**src/design/tlbpt_pkg.sv**
```systemverilog
// tlbpt_pkg: shared widths, constants and controller/datapath handshake types
// for the tlb page table translator; no dependencies

package tlbpt_pkg;

	// address split
	localparam int ADDR_W   = 16;
	localparam int PAGE_W   = 8;
	localparam int OFFSET_W = ADDR_W - PAGE_W;
	localparam int FRAME_W  = 8;

	// page table and frame pool sizes
	localparam int PAGE_COUNT  = 2 ** PAGE_W;
	localparam int FRAME_COUNT = 2 ** FRAME_W;
	localparam int FREE_W      = FRAME_W + 1;

	// running totals
	localparam int CNT_W = 32;

	// stream payload widths
	localparam int S_DATA_W = ADDR_W;
	localparam int M_DATA_W = ADDR_W + 3 * CNT_W;
	localparam int M_USER_W = 3;

	// tuser bit positions on the result side
	localparam int USER_HIT    = 0;
	localparam int USER_FAULT  = 1;
	localparam int USER_NOFREE = 2;

	// controller to datapath commands
	typedef struct packed {
		logic load_addr;
		logic commit_hit;
		logic commit_miss;
	} tlbpt_cmd_t;

	// datapath to controller status
	typedef struct packed {
		logic tlb_hit;
	} tlbpt_sts_t;

endpackage

```
**src/design/tlbpt_ctrl.sv**
```systemverilog
// tlbpt_ctrl: translation sequencer (idle, tlb lookup, page table walk) and
// result beat valid flag; depends on tlbpt_pkg

module tlbpt_ctrl (
	input  logic                clk,
	input  logic                arst_n,
	input  logic                s_tvalid,
	output logic                s_tready,
	output logic                m_tvalid,
	input  logic                m_tready,
	input  tlbpt_pkg::tlbpt_sts_t sts,
	output tlbpt_pkg::tlbpt_cmd_t cmd
);
	import tlbpt_pkg::*;

	typedef enum logic [2:0] {
		ST_IDLE   = 3'b001,
		ST_LOOKUP = 3'b010,
		ST_WALK   = 3'b100
	} state_t;

	state_t state_q;
	state_t state_nxt;
	logic   m_valid_q;
	logic   out_free;
	logic   commit;

	// result register can take a new beat when empty or draining
	assign out_free = !m_valid_q || m_tready;
	assign commit   = cmd.commit_hit || cmd.commit_miss;
	assign m_tvalid = m_valid_q;

	// next state and commands
	always_comb begin
		state_nxt = state_q;
		cmd       = '0;
		s_tready  = 1'b0;
		case (state_q)
			ST_IDLE: begin
				s_tready = 1'b1;
				if (s_tvalid) begin
					cmd.load_addr = 1'b1;
					state_nxt     = ST_LOOKUP;
				end
			end
			ST_LOOKUP: begin
				if (!sts.tlb_hit) begin
					state_nxt = ST_WALK;
				end else if (out_free) begin
					cmd.commit_hit = 1'b1;
					state_nxt      = ST_IDLE;
				end
			end
			ST_WALK: begin
				if (out_free) begin
					cmd.commit_miss = 1'b1;
					state_nxt       = ST_IDLE;
				end
			end
			default: begin
				state_nxt = ST_IDLE;
			end
		endcase
	end

	// state register
	always_ff @(posedge clk or negedge arst_n) begin
		if (!arst_n) begin
			state_q <= ST_IDLE;
		end else begin
			state_q <= state_nxt;
		end
	end

	// result beat valid
	always_ff @(posedge clk or negedge arst_n) begin
		if (!arst_n) begin
			m_valid_q <= 1'b0;
		end else if (commit) begin
			m_valid_q <= 1'b1;
		end else if (m_tready) begin
			m_valid_q <= 1'b0;
		end
	end

endmodule

```
**src/design/tlbpt_dp.sv**
```systemverilog
// tlbpt_dp: address register, tlb entries with fifo insert pointer, page table
// memory, frame allocator, running totals and result payload; depends on tlbpt_pkg

module tlbpt_dp #(
	parameter int TLB_ENTRIES = 16
) (
	input  logic                            clk,
	input  logic                            arst_n,
	input  tlbpt_pkg::tlbpt_cmd_t           cmd,
	output tlbpt_pkg::tlbpt_sts_t           sts,
	input  logic [tlbpt_pkg::ADDR_W-1:0]    logical_address,
	output logic [tlbpt_pkg::ADDR_W-1:0]    physical_address,
	output logic                            tlb_hit,
	output logic                            page_fault,
	output logic                            no_free_frame,
	output logic [tlbpt_pkg::CNT_W-1:0]     tlb_hit_total,
	output logic [tlbpt_pkg::CNT_W-1:0]     fault_total,
	output logic [tlbpt_pkg::CNT_W-1:0]     translation_total
);
	import tlbpt_pkg::*;

	localparam int IDX_W = (TLB_ENTRIES > 1) ? $clog2(TLB_ENTRIES) : 1;

	logic [ADDR_W-1:0]   addr_q;
	logic [PAGE_W-1:0]   page;
	logic [OFFSET_W-1:0] offset;

	logic                tlb_valid_q [TLB_ENTRIES];
	logic [PAGE_W-1:0]   tlb_tag_q   [TLB_ENTRIES];
	logic [FRAME_W-1:0]  tlb_frame_q [TLB_ENTRIES];
	logic [IDX_W-1:0]    ins_ptr_q;

	logic                page_mapped_q [PAGE_COUNT];
	logic [FRAME_W-1:0]  pt_mem [PAGE_COUNT];
	logic [FRAME_W-1:0]  pt_rd_q;
	logic [FREE_W-1:0]   next_free_q;

	logic [CNT_W-1:0]    hit_cnt_q;
	logic [CNT_W-1:0]    fault_cnt_q;
	logic [CNT_W-1:0]    xlat_cnt_q;

	logic [ADDR_W-1:0]   phys_q;
	logic                hit_flag_q;
	logic                fault_flag_q;
	logic                nofree_flag_q;

	logic                match;
	logic [FRAME_W-1:0]  match_frame;
	logic                mapped;
	logic                full;
	logic                fault;
	logic                tlb_wr;
	logic [FRAME_W-1:0]  miss_frame;

	assign page   = addr_q[ADDR_W-1 -: PAGE_W];
	assign offset = addr_q[OFFSET_W-1:0];

	// parallel tag compare, lowest index wins
	always_comb begin
		match       = 1'b0;
		match_frame = '0;
		for (int i = TLB_ENTRIES - 1; i >= 0; i--) begin
			if (tlb_valid_q[i] && tlb_tag_q[i] == page) begin
				match       = 1'b1;
				match_frame = tlb_frame_q[i];
			end
		end
	end

	assign sts.tlb_hit = match;

	// miss resolution from page table read and frame allocator
	assign mapped     = page_mapped_q[page];
	assign full       = !mapped && (next_free_q >= FREE_W'(FRAME_COUNT));
	assign fault      = cmd.commit_miss && !mapped && !full;
	assign tlb_wr     = cmd.commit_miss && !full;
	assign miss_frame = mapped ? pt_rd_q : next_free_q[FRAME_W-1:0];

	// address register
	always_ff @(posedge clk) begin
		if (cmd.load_addr) begin
			addr_q <= logical_address;
		end
	end

	// tlb valid bits and fifo insert pointer
	always_ff @(posedge clk or negedge arst_n) begin
		if (!arst_n) begin
			for (int i = 0; i < TLB_ENTRIES; i++) begin
				tlb_valid_q[i] <= 1'b0;
			end
			ins_ptr_q <= '0;
		end else if (tlb_wr) begin
			tlb_valid_q[ins_ptr_q] <= 1'b1;
			if (ins_ptr_q == IDX_W'(TLB_ENTRIES - 1)) begin
				ins_ptr_q <= '0;
			end else begin
				ins_ptr_q <= ins_ptr_q + 1'b1;
			end
		end
	end

	// tlb tag and frame fields
	always_ff @(posedge clk) begin
		if (tlb_wr) begin
			tlb_tag_q[ins_ptr_q]   <= page;
			tlb_frame_q[ins_ptr_q] <= miss_frame;
		end
	end

	// page mapped bits and frame allocator
	always_ff @(posedge clk or negedge arst_n) begin
		if (!arst_n) begin
			for (int i = 0; i < PAGE_COUNT; i++) begin
				page_mapped_q[i] <= 1'b0;
			end
			next_free_q <= '0;
		end else if (fault) begin
			page_mapped_q[page] <= 1'b1;
			next_free_q         <= next_free_q + 1'b1;
		end
	end

	// page table memory, registered read at the current page
	always_ff @(posedge clk) begin
		if (fault) begin
			pt_mem[page] <= next_free_q[FRAME_W-1:0];
		end
		pt_rd_q <= pt_mem[page];
	end

	// running totals
	always_ff @(posedge clk or negedge arst_n) begin
		if (!arst_n) begin
			hit_cnt_q   <= '0;
			fault_cnt_q <= '0;
			xlat_cnt_q  <= '0;
		end else begin
			if (cmd.commit_hit || cmd.commit_miss) begin
				xlat_cnt_q <= xlat_cnt_q + 1'b1;
			end
			if (cmd.commit_hit) begin
				hit_cnt_q <= hit_cnt_q + 1'b1;
			end
			if (fault) begin
				fault_cnt_q <= fault_cnt_q + 1'b1;
			end
		end
	end

	// result payload
	always_ff @(posedge clk) begin
		if (cmd.commit_hit) begin
			phys_q        <= {match_frame, offset};
			hit_flag_q    <= 1'b1;
			fault_flag_q  <= 1'b0;
			nofree_flag_q <= 1'b0;
		end else if (cmd.commit_miss) begin
			phys_q        <= full ? '0 : {miss_frame, offset};
			hit_flag_q    <= 1'b0;
			fault_flag_q  <= !mapped && !full;
			nofree_flag_q <= full;
		end
	end

	// totals stay put while a beat is held, so they drive the result directly
	assign physical_address  = phys_q;
	assign tlb_hit           = hit_flag_q;
	assign page_fault        = fault_flag_q;
	assign no_free_frame     = nofree_flag_q;
	assign tlb_hit_total     = hit_cnt_q;
	assign fault_total       = fault_cnt_q;
	assign translation_total = xlat_cnt_q;

endmodule

```
**src/design/tlb_page_table_translator.sv**
```systemverilog
// tlb_page_table_translator: top level, stream ports around the sequencer
// and the translation datapath; depends on tlbpt_pkg, tlbpt_ctrl, tlbpt_dp

// Translates one 16-bit logical address per beat: the upper 8 bits select a
// page, the lower 8 bits pass through as offset. A TLB hit commits its result
// from the lookup state; a miss commits from the walk state instead, since the
// page table sits in a single-port memory with a registered read that is
// consulted only after the parallel TLB compare. Faulting pages get the next
// frame in order and the TLB refills round robin. The block works on one
// address at a time and takes the next one as soon as the previous result
// sits in the output register; a stalled result adds its wait to the next
// address. Page table mapped bits clear at reset, so no clearing pass is
// needed.

module tlb_page_table_translator #(
	parameter int TLB_ENTRIES = 16
) (
	input  logic                              clk,
	input  logic                              arst_n,
	// logical_address[15:0]
	input  logic [tlbpt_pkg::S_DATA_W-1:0]    s_tdata,
	input  logic                              s_tvalid,
	output logic                              s_tready,
	// physical_address[15:0], tlb_hit_total[47:16], fault_total[79:48],
	// translation_total[111:80]
	output logic [tlbpt_pkg::M_DATA_W-1:0]    m_tdata,
	// tlb_hit[0], page_fault[1], no_free_frame[2]
	output logic [tlbpt_pkg::M_USER_W-1:0]    m_tuser,
	output logic                              m_tvalid,
	input  logic                              m_tready
);
	import tlbpt_pkg::*;

	tlbpt_cmd_t        cmd;
	tlbpt_sts_t        sts;
	logic [ADDR_W-1:0] physical_address;
	logic              tlb_hit;
	logic              page_fault;
	logic              no_free_frame;
	logic [CNT_W-1:0]  tlb_hit_total;
	logic [CNT_W-1:0]  fault_total;
	logic [CNT_W-1:0]  translation_total;

	// sequencer
	tlbpt_ctrl u_ctrl (
		.clk      (clk),
		.arst_n   (arst_n),
		.s_tvalid (s_tvalid),
		.s_tready (s_tready),
		.m_tvalid (m_tvalid),
		.m_tready (m_tready),
		.sts      (sts),
		.cmd      (cmd)
	);

	// translation datapath
	tlbpt_dp #(
		.TLB_ENTRIES (TLB_ENTRIES)
	) u_dp (
		.clk               (clk),
		.arst_n            (arst_n),
		.cmd               (cmd),
		.sts               (sts),
		.logical_address   (s_tdata[ADDR_W-1:0]),
		.physical_address  (physical_address),
		.tlb_hit           (tlb_hit),
		.page_fault        (page_fault),
		.no_free_frame     (no_free_frame),
		.tlb_hit_total     (tlb_hit_total),
		.fault_total       (fault_total),
		.translation_total (translation_total)
	);

	// result beat packing
	assign m_tdata = {translation_total, fault_total, tlb_hit_total, physical_address};
	assign m_tuser = {no_free_frame, page_fault, tlb_hit};

	// at most one outcome flag per result
	a_one_outcome: assert property (@(posedge clk) disable iff (!arst_n)
		m_tvalid |-> $onehot0(m_tuser))
		else $error("more than one outcome flag set");

	// exhausted frame pool yields a zero address
	a_nofree_zero: assert property (@(posedge clk) disable iff (!arst_n)
		(m_tvalid && m_tuser[USER_NOFREE]) |-> (m_tdata[ADDR_W-1:0] == '0))
		else $error("no_free_frame with nonzero physical address");

	// one address in flight: no accept in the cycle after an accept
	a_one_in_flight: assert property (@(posedge clk) disable iff (!arst_n)
		(s_tvalid && s_tready) |=> !s_tready)
		else $error("address accepted while another is in flight");

	// a fresh result always counts one more translation
	a_xlat_count: assert property (@(posedge clk) disable iff (!arst_n)
		(cmd.commit_hit || cmd.commit_miss) |=>
		(translation_total == $past(translation_total) + 1'b1))
		else $error("translation total did not advance");

endmodule
```
**config.mk**
```make
export PLATFORM = sky130hd
export DESIGN_NAME = tlb_page_table_translator
export DESIGN_NICKNAME = d
export VERILOG_FILES = /design/src/design/tlbpt_pkg.sv /design/src/design/tlbpt_ctrl.sv /design/src/design/tlbpt_dp.sv /design/src/design/tlb_page_table_translator.sv
export SDC_FILE = /design/constraint.sdc
export NUM_CORES = 2
export LEC_CHECK = 0
export BUFFER_PORTS_ARGS = -buffer_cell sky130_fd_sc_hd__buf_2
export CAP_MARGIN = 10
export CORE_UTILIZATION = 54
export CTS_CLUSTER_SIZE = 8
export DETAILED_ROUTE_END_ITERATION = 16
export GPL_ROUTABILITY_DRIVEN = 1
export GPL_TIMING_DRIVEN = 0
export PLACE_DENSITY = 0.72
export SLEW_MARGIN = 30
export SYNTH_ARGS = -nofsm -noshare
export SYNTH_HDL_FRONTEND = slang
export SYNTH_SLANG_ARGS = --single-unit
```
**constraint.sdc**
```tcl
create_clock -name clk -period 13.9 [get_ports clk]
set_input_delay 1.39 -clock clk [delete_from_list [all_inputs] [get_ports clk]]
set_output_delay 1.39 -clock clk [all_outputs]
set_load 0.02 [all_outputs]
```
Word-level counts from Yosys, hierarchy flattened
Memory sizes are Yosys's and may differ from the RTL's. A register that Yosys moved wholly into a read port is not among the register bits.
Cells that the tools add are included.
W data, S select, Z words.
{"block": "totals", "register_bits": 420, "latch_bits": 0, "mem_bits_rw": 2304, "mem_bits_ro": 0, "inputBits": 20, "output_inout_bits": 117, "wordCells": 413, "mem_count": 3}
{"memory": "u_dp.pt_mem", "words": 256, "word_bits": 8, "rd": 1, "rd_clocked_by_memory_dff": 1, "wr": 1, "line_no": "tlbpt_dp.sv:34", "text": "logic [FRAME_W-1:0] pt_mem [PAGE_COUNT];"}
{"memory": "u_dp.tlb_frame_q", "words": 16, "word_bits": 8, "rd": 16, "rd_clocked_by_memory_dff": 0, "wr": 1, "line_no": "tlbpt_dp.sv:30", "text": "logic [FRAME_W-1:0] tlb_frame_q [TLB_ENTRIES];"}
{"memory": "u_dp.tlb_tag_q", "words": 16, "word_bits": 8, "rd": 16, "rd_clocked_by_memory_dff": 0, "wr": 1, "line_no": "tlbpt_dp.sv:29", "text": "logic [PAGE_W-1:0] tlb_tag_q [TLB_ENTRIES];"}
{"block": "classes", "n_addsub": 5, "mul": 0, "n_div": 0, "order_cmp": 5, "eq_ne": 21, "n_shift": 0, "mux": 61, "bitwise_logic": 4, "n_reduce_logical": 30}
{"cell": "$or A256 B256 Y256", "count": 1}
{"cell": "$mux W8", "count": 17}
{"cell": "$eq A8 B8 Y1", "count": 16}
{"cell": "$add A32 B1 Y32 const B", "count": 3}
{"cell": "$mux W16", "count": 3}
{"cell": "$mux W1", "count": 33}
{"cell": "$logic_and A1 B1 Y1", "count": 23}
{"cell": "$ge A9 B9 Y1 const B", "count": 2}
{"cell": "$or A16 B16 Y16", "count": 1}
{"cell": "$add A9 B1 Y9 const B", "count": 1}
{"cell": "$lt A9 B1 Y1 const B", "count": 1}
{"cell": "$mux W3", "count": 3}
{"cell": "$not A8 Y9", "count": 1}
{"cell": "$pmux W3 S3", "count": 1}
{"cell": "$bmux W1 S8", "count": 1}
{"cell": "$demux W1 S8", "count": 1}
{"cell": "$ge A5 B5 Y1 const B", "count": 1}
{"cell": "$lt A5 B1 Y1 const B", "count": 1}
{"cell": "$not A4 Y5", "count": 1}
{"cell": "$add A4 B1 Y4 const B", "count": 1}
{"cell": "$demux W1 S4", "count": 1}
{"cell": "$eq A4 B4 Y1 const B", "count": 1}
{"cell": "$mux W4", "count": 1}
{"cell": "$reduce_bool A2 Y1", "count": 2}
{"cell": "other kinds (6)", "count": 9}

Longest topological paths before layout
{"block": "logic_depth", "ltp_word": 22, "mapped_depth": 16, "ltp_nobuf": 10}

By module
From an unflattened synthesis, not the netlist that was laid out.
{"block": "hier_totals", "cells_unflattened": 5275, "area_unflattened_um2": 107003.9}
{"mod": "tlbpt_dp", "instances": 1, "cells_per_inst": 5245, "area_each_um2": 106716.1, "seq_area_each_um2": 79901.6}
{"mod": "tlbpt_ctrl", "instances": 1, "cells_per_inst": 27, "area_each_um2": 265.3, "seq_area_each_um2": 101.3}
{"mod": "tlb_page_table_translator", "instances": 1, "cells_per_inst": 3, "area_each_um2": 22.5, "seq_area_each_um2": 0.0}

Worst setup path before layout
OpenSTA, ideal clock, no wires.
{"block": "synth_path", "path_kind": "register to register", "from": "register u_dp.addr_q[9]", "to": "memory u_dp.tlb_frame_q[13][0] (enable)", "setup_ps": 438, "arrival_time_ps": 4572, "t_required_ps": 13462, "path_slack_ps": 8890, "path_stages_with_launch": 12, "n_path_buf": 3, "period_less_slack_ps": 5010, "path_cell_list": "edfxtp_1 > buf_2 > buf_2 > buf_1 > mux4_2 > mux2i_1 > o22ai_1 > nor4_1 > or3_1 > a41oi_2 > nor2_1 > nor4b_1"}
{"block": "synth_via", "elab_chain_len": 10}
{"element": "start: declaration", "line_no": "tlbpt_dp.sv:24", "text": "logic [ADDR_W-1:0] addr_q;"}
{"element": "start signal: assignment", "line_no": "tlbpt_dp.sv:82", "text": "addr_q <= logical_address;"}
{"element": "$not A8 Y9 (implied by the code)", "line_no": "tlbpt_dp.sv:73", "text": "assign mapped = page_mapped_q[page];"}
{"element": "$bmux W1 S8", "line_no": "tlbpt_dp.sv:73"}
{"element": "$mux W1 (implied by the code) (2 in series)", "line_no": "tlbpt_dp.sv:73"}
{"element": "$logic_not A1 Y1", "line_no": "tlbpt_dp.sv:74", "text": "assign full = !mapped && (next_free_q >= FREE_W'(FRAME_COUNT));"}
{"element": "$logic_and A1 B1 Y1", "line_no": "tlbpt_dp.sv:74"}
{"element": "$logic_not A1 Y1", "line_no": "tlbpt_dp.sv:76", "text": "assign tlb_wr = cmd.commit_miss && !full;"}
{"element": "$logic_and A1 B1 Y1", "line_no": "tlbpt_dp.sv:76"}
{"element": "$mux W1", "line_no": "tlbpt_dp.sv:105", "text": "if (tlb_wr) begin"}
{"element": "$mux W1 (implied by the code)", "line_no": "tlbpt_dp.sv:107", "text": "tlb_frame_q[ins_ptr_q] <= miss_frame;"}
{"element": "end: declaration", "line_no": "tlbpt_dp.sv:30"}
Every way passes these cells. The select of a mux whose other input is x is not followed.

Final worst setup path
{"block": "layout_path", "from": "register u_dp.addr_q[9]", "to": "memory u_dp.pt_mem[66][5] (enable)"}
{"block": "layout_via", "elab_chain_len": 10, "word_cells_on_any_way": 11, "cone_classes": "5 x mux; 1 x bitwise; 5 x reduce/logical"}
{"element": "$not A8 Y9 (implied by the code)", "line_no": "tlbpt_dp.sv:73"}
{"element": "$bmux W1 S8", "line_no": "tlbpt_dp.sv:73"}
{"element": "$mux W1 (implied by the code) (2 in series)", "line_no": "tlbpt_dp.sv:73"}
{"element": "$logic_not A1 Y1", "line_no": "tlbpt_dp.sv:74, tlbpt_dp.sv:75"}
{"element": "$logic_and A1 B1 Y1", "line_no": "tlbpt_dp.sv:74"}
{"element": "$logic_not A1 Y1", "line_no": "tlbpt_dp.sv:75", "text": "assign fault = cmd.commit_miss && !mapped && !full;"}
{"element": "$logic_and A1 B1 Y1", "line_no": "tlbpt_dp.sv:75"}
{"element": "$mux W1", "line_no": "tlbpt_dp.sv:126", "text": "if (fault) begin"}
{"element": "$mux W1 (implied by the code)", "line_no": "tlbpt_dp.sv:127", "text": "pt_mem[page] <= next_free_q[FRAME_W-1:0];"}
{"element": "end: declaration", "line_no": "tlbpt_dp.sv:34"}
Parallel ways exist; a longest one is shown, timed or not. The select of a mux whose other input is x is not followed.

==> qor.txt <==
#FFs+latches synth: 2,732
status: finished clean
core occupancy in the finished layout: 63.2%
routed len/inst: 35.3 um
clk_skew: 0.0765 ns
global placer's final weighted congestion: 0.952
sum of buffers and inverters on the critical path: 10
worst min-delay path class: in2async
post-placement cell count: 8,182
mean instance size in the synthesized netlist: 20.6 um^2
detailed-placement wirelength estimate: 206 mm
antenna-violating nets left: 0
layout overhead on the synthesized area: 16.3%
# Post-CTS Setup Buffers: 0
arrival time of the worst setup path: 9.38 ns
Slowest Stage Delay on Critical Path: 0.89 ns
sequential fraction of design power: 46.1%
net switching share of the total power: 24.2%
post-cts hold buffer count: 0
sinks on the clock net: 2,732
clock transition at the registers of the reported paths: 0.05 ns
die outline height: 450 um
Buffers on Ports: 136
Max Cap Viol: 0
grt ovf: 0
startpoint of the worst setup timing path: u_dp.addr_q[9]
Min Hold Slack: 0.303 ns
power spent charging and discharging nets: 4.69 mW
post-synthesis cell type count: 71
count of mapped cells out of synthesis: 5,270
overall routed net length: 313 mm
final cycle utilization of the critical path: 63.6%
combinational share of power: 9.1%
number of global-route vias before repair: 58,700
family of cells with the greatest summed delay on the critical path: buffers and inverters
Data required, critical path: 14.44 ns
I/O pin total: 137
number of cell rows: 164
cell count of the worst reg-to-reg path: 13
net count of the finished layout: 5,948
number of levels in the clock H-tree: 5
maximum buffer depth of the clock tree: 4
buffer type at the clock tree root: sky130_fd_sc_hd__clkbuf_16
Worst Path Max Fanout: 17
leakage power summed over all cells: 45.2 nW
CTS-repair resized insts: 0
unrepaired setup endpoints after global routing: no
total die area: 203,000 um^2
category of the critical setup timing path: reg2reg
TritonCTS Buffers: 391
placed cell areas: 115,000 um^2
overall power consumption: 19.4 mW
kind of end point of the critical path: flip-flop
part of the Yosys area used for sequential elements: 73.7%
cell chain of the critical path: buf_2 -> buf_2 -> buf_4 -> buf_2 -> buf_2 -> buf_2 -> buf_4 -> buf_2 -> buf_4 -> nor2b_1 -> nand2_1 -> buf_2 -> nor3_2
startpoint class of the critical path: flip-flop
largest net degree at the start of global routing: 83
floorplan die width: 450 um
Post-Syn Nets: 5,299
number of synthesis warnings: 0
area of the placeable core: 200,000 um^2
antenna violations before repair: 19
Final Max Tran Viols: 0
cell with the most instances on the worst path: sky130_fd_sc_hd__buf_2
Residual DRC: 0
crit path time final: 8.84 ns
actual transition at the worst max-transition pin: 1.16 ns
CTS tree: built
number of synthesized flops with an enable pin: 2,336
post-layout worst setup margin: 5.06 ns
slew margin rel.: 22.2%
worst setup slack after placement: 5.41 ns
final hold viol count: 0
count of vias placed by the detailed router: 58,900
Cell Pwr Density: 154 nW/um^2
count of endpoints failing setup in the final report: 0
cell type of the slowest stage on the worst timing path: sky130_fd_sc_hd__edfxtp_1
initial drt markers: 8,563
wire length of the first global-routing pass: 440 mm
most frequent standard cell in the layout excluding fill and tap cells: sky130_fd_sc_hd__edfxtp_1
async set or reset register ratio after synthesis: 14.1%
source of the worst register-to-register timing path: u_dp.addr_q[9]
top library cells by usage in the layout, fill and taps aside: sky130_fd_sc_hd__edfxtp_1 (2,336), sky130_fd_sc_hd__mux4_2 (744), sky130_fd_sc_hd__clkbuf_16 (399)
maximum achievable frequency: 113 MHz
area of all placed cells without fillers: 126,000 um^2
part of the total power dissipated in the clock network: 44.8%
worst reg-to-reg setup slack: 5.06 ns
Starting Density: 54.4%
clock latency on the worst-skew pair: 1.00 ns
Setup TNS: 0 ns
total standard cell area after synthesis: 109,000 um^2
Internal Dissipation: 14.7 mW
most common flop cell mapped by yosys: sky130_fd_sc_hd__edfxtp_1
number of non-filler instances in the completed layout: 8,868
fraction of layout cells with a size suffix above 1: 32.7%
combined global-route utilization of all metal layers: 31.1%
Max VDD drop: 0.000163 V
DRT Pass-1 Iters: 6
Reg2Reg Capture Point: u_dp.pt_mem[66][5]
post-DR vias/cell: 6.64
## cell families (layout without fill, tap and decap cells)
kind of cell / Yosys count / after routing / share of synthesized area [%]
buf+inv: 332 / 1271 / 1.53
other cells: 0 / 3 / 0
fa+ha+maj: 9 / 9 / 0.104
simple gates: 1010 / 1010 / 5.82
mux: 779 / 779 / 15.8
flops: 2732 / 2732 / 73.7
compound gates: 179 / 179 / 1.20
xor+xnor: 229 / 229 / 1.85
## registers in the layout, indices dropped and copies added, names as in the netlist, 32 cells and up
signal                  count
u_dp.translation_total     32
u_dp.page_mapped_q        256
u_dp.tlb_tag_q            128
u_dp.tlb_hit_total         32
u_dp.pt_mem              2048
u_dp.tlb_frame_q          128
u_dp.fault_total           32
## how the worst max path moves through the flow
stage,endpoint,slack [ns],cells past startpoint
2_1_floorplan,u_dp.tlb_frame_q[13][0],8.89,11
3_3_place_gp,u_dp.page_mapped_q[219],3.54,1
3_5_place_dp,u_dp.pt_mem[235][1],5.41,13
4_1_cts,u_dp.pt_mem[43][1],5.36,13
5_1_grt,u_dp.pt_mem[66][5],5.21,13
6_report,u_dp.pt_mem[66][5],5.06,13
## synth_stat cells (5+ instances only)
master | instances | area share (%)
sky130_fd_sc_hd__and2_1 | 10 | 0.058
sky130_fd_sc_hd__a22oi_1 | 6 | 0.042
sky130_fd_sc_hd__ha_1 | 9 | 0.10
sky130_fd_sc_hd__dfrtp_1 | 384 | 8.9
sky130_fd_sc_hd__a21oi_1 | 15 | 0.069
sky130_fd_sc_hd__and4_1 | 13 | 0.10
sky130_fd_sc_hd__nor3b_1 | 6 | 0.042
sky130_fd_sc_hd__edfxtp_1 | 2336 | 65
sky130_fd_sc_hd__buf_6 | 27 | 0.28
sky130_fd_sc_hd__nand3b_1 | 5 | 0.035
sky130_fd_sc_hd__mux2_2 | 17 | 0.18
sky130_fd_sc_hd__xor2_1 | 81 | 0.65
sky130_fd_sc_hd__o211ai_1 | 11 | 0.076
sky130_fd_sc_hd__or2_1 | 174 | 1.0
sky130_fd_sc_hd__a211oi_1 | 13 | 0.090
sky130_fd_sc_hd__nand4_1 | 46 | 0.27
sky130_fd_sc_hd__a221oi_1 | 11 | 0.089
sky130_fd_sc_hd__and3_1 | 14 | 0.081
sky130_fd_sc_hd__o21bai_1 | 12 | 0.083
sky130_fd_sc_hd__buf_1 | 48 | 0.17
sky130_fd_sc_hd__a31oi_1 | 10 | 0.058
sky130_fd_sc_hd__o22ai_1 | 8 | 0.046
sky130_fd_sc_hd__mux2i_1 | 18 | 0.17
sky130_fd_sc_hd__nand2b_1 | 15 | 0.086
sky130_fd_sc_hd__nand3_1 | 77 | 0.36
sky130_fd_sc_hd__clkbuf_1 | 77 | 0.27
sky130_fd_sc_hd__o311ai_0 | 5 | 0.040
sky130_fd_sc_hd__nor3_2 | 176 | 1.6
sky130_fd_sc_hd__nand2_1 | 121 | 0.42
sky130_fd_sc_hd__inv_1 | 36 | 0.12
sky130_fd_sc_hd__buf_4 | 14 | 0.097
sky130_fd_sc_hd__mux4_2 | 744 | 15
sky130_fd_sc_hd__dfxtp_1 | 11 | 0.20
sky130_fd_sc_hd__or3_1 | 6 | 0.035
sky130_fd_sc_hd__a221o_1 | 7 | 0.065
sky130_fd_sc_hd__nor2_1 | 79 | 0.27
sky130_fd_sc_hd__or2_2 | 84 | 0.48
sky130_fd_sc_hd__xnor2_1 | 148 | 1.2
sky130_fd_sc_hd__o31ai_1 | 9 | 0.062
sky130_fd_sc_hd__buf_2 | 130 | 0.60
sky130_fd_sc_hd__nor4_1 | 19 | 0.11
sky130_fd_sc_hd__o21ai_0 | 35 | 0.16
sky130_fd_sc_hd__nor2b_1 | 20 | 0.12
sky130_fd_sc_hd__nor3_1 | 131 | 0.60
## cell type report
| class | count | area [um^2] |
|---|---|---|
| plain buffers | 296 | 1580 |
| repair buffers | 256 | 2380 |
| well taps | 2656 | 3320 |
| inverters | 36 | 135 |
| diodes | 3 | 7.51 |
| flip-flops and latches | 2732 | 80000 |
| multi-input cells | 2206 | 27600 |
| clock buffers | 676 | 11000 |
| fillers | 13100 | 73500 |
| clock inverters | 7 | 87.6 |
## power by group through the flow
stage / logic [mW] / registers [mW] / clock network, mW
after floorplan: 0.938 / 9.07 / 0
after global placement: 1.63 / 9.08 / 0
after detailed placement: 1.69 / 9.08 / 0
after CTS: 1.71 / 8.93 / 8.72
after global routing: 1.78 / 8.93 / 9.05
final: 1.76 / 8.93 / 8.69
## layer usage
metal | track usage (%) | wire length [um]
met4 | 16.7 | 19200
met2 | 46.4 | 143000
met5 | 0 | 105
met3 | 10.6 | 39600
met1 | 40.5 | 112000
Note: power is estimated with default switching activity, not from simulation.
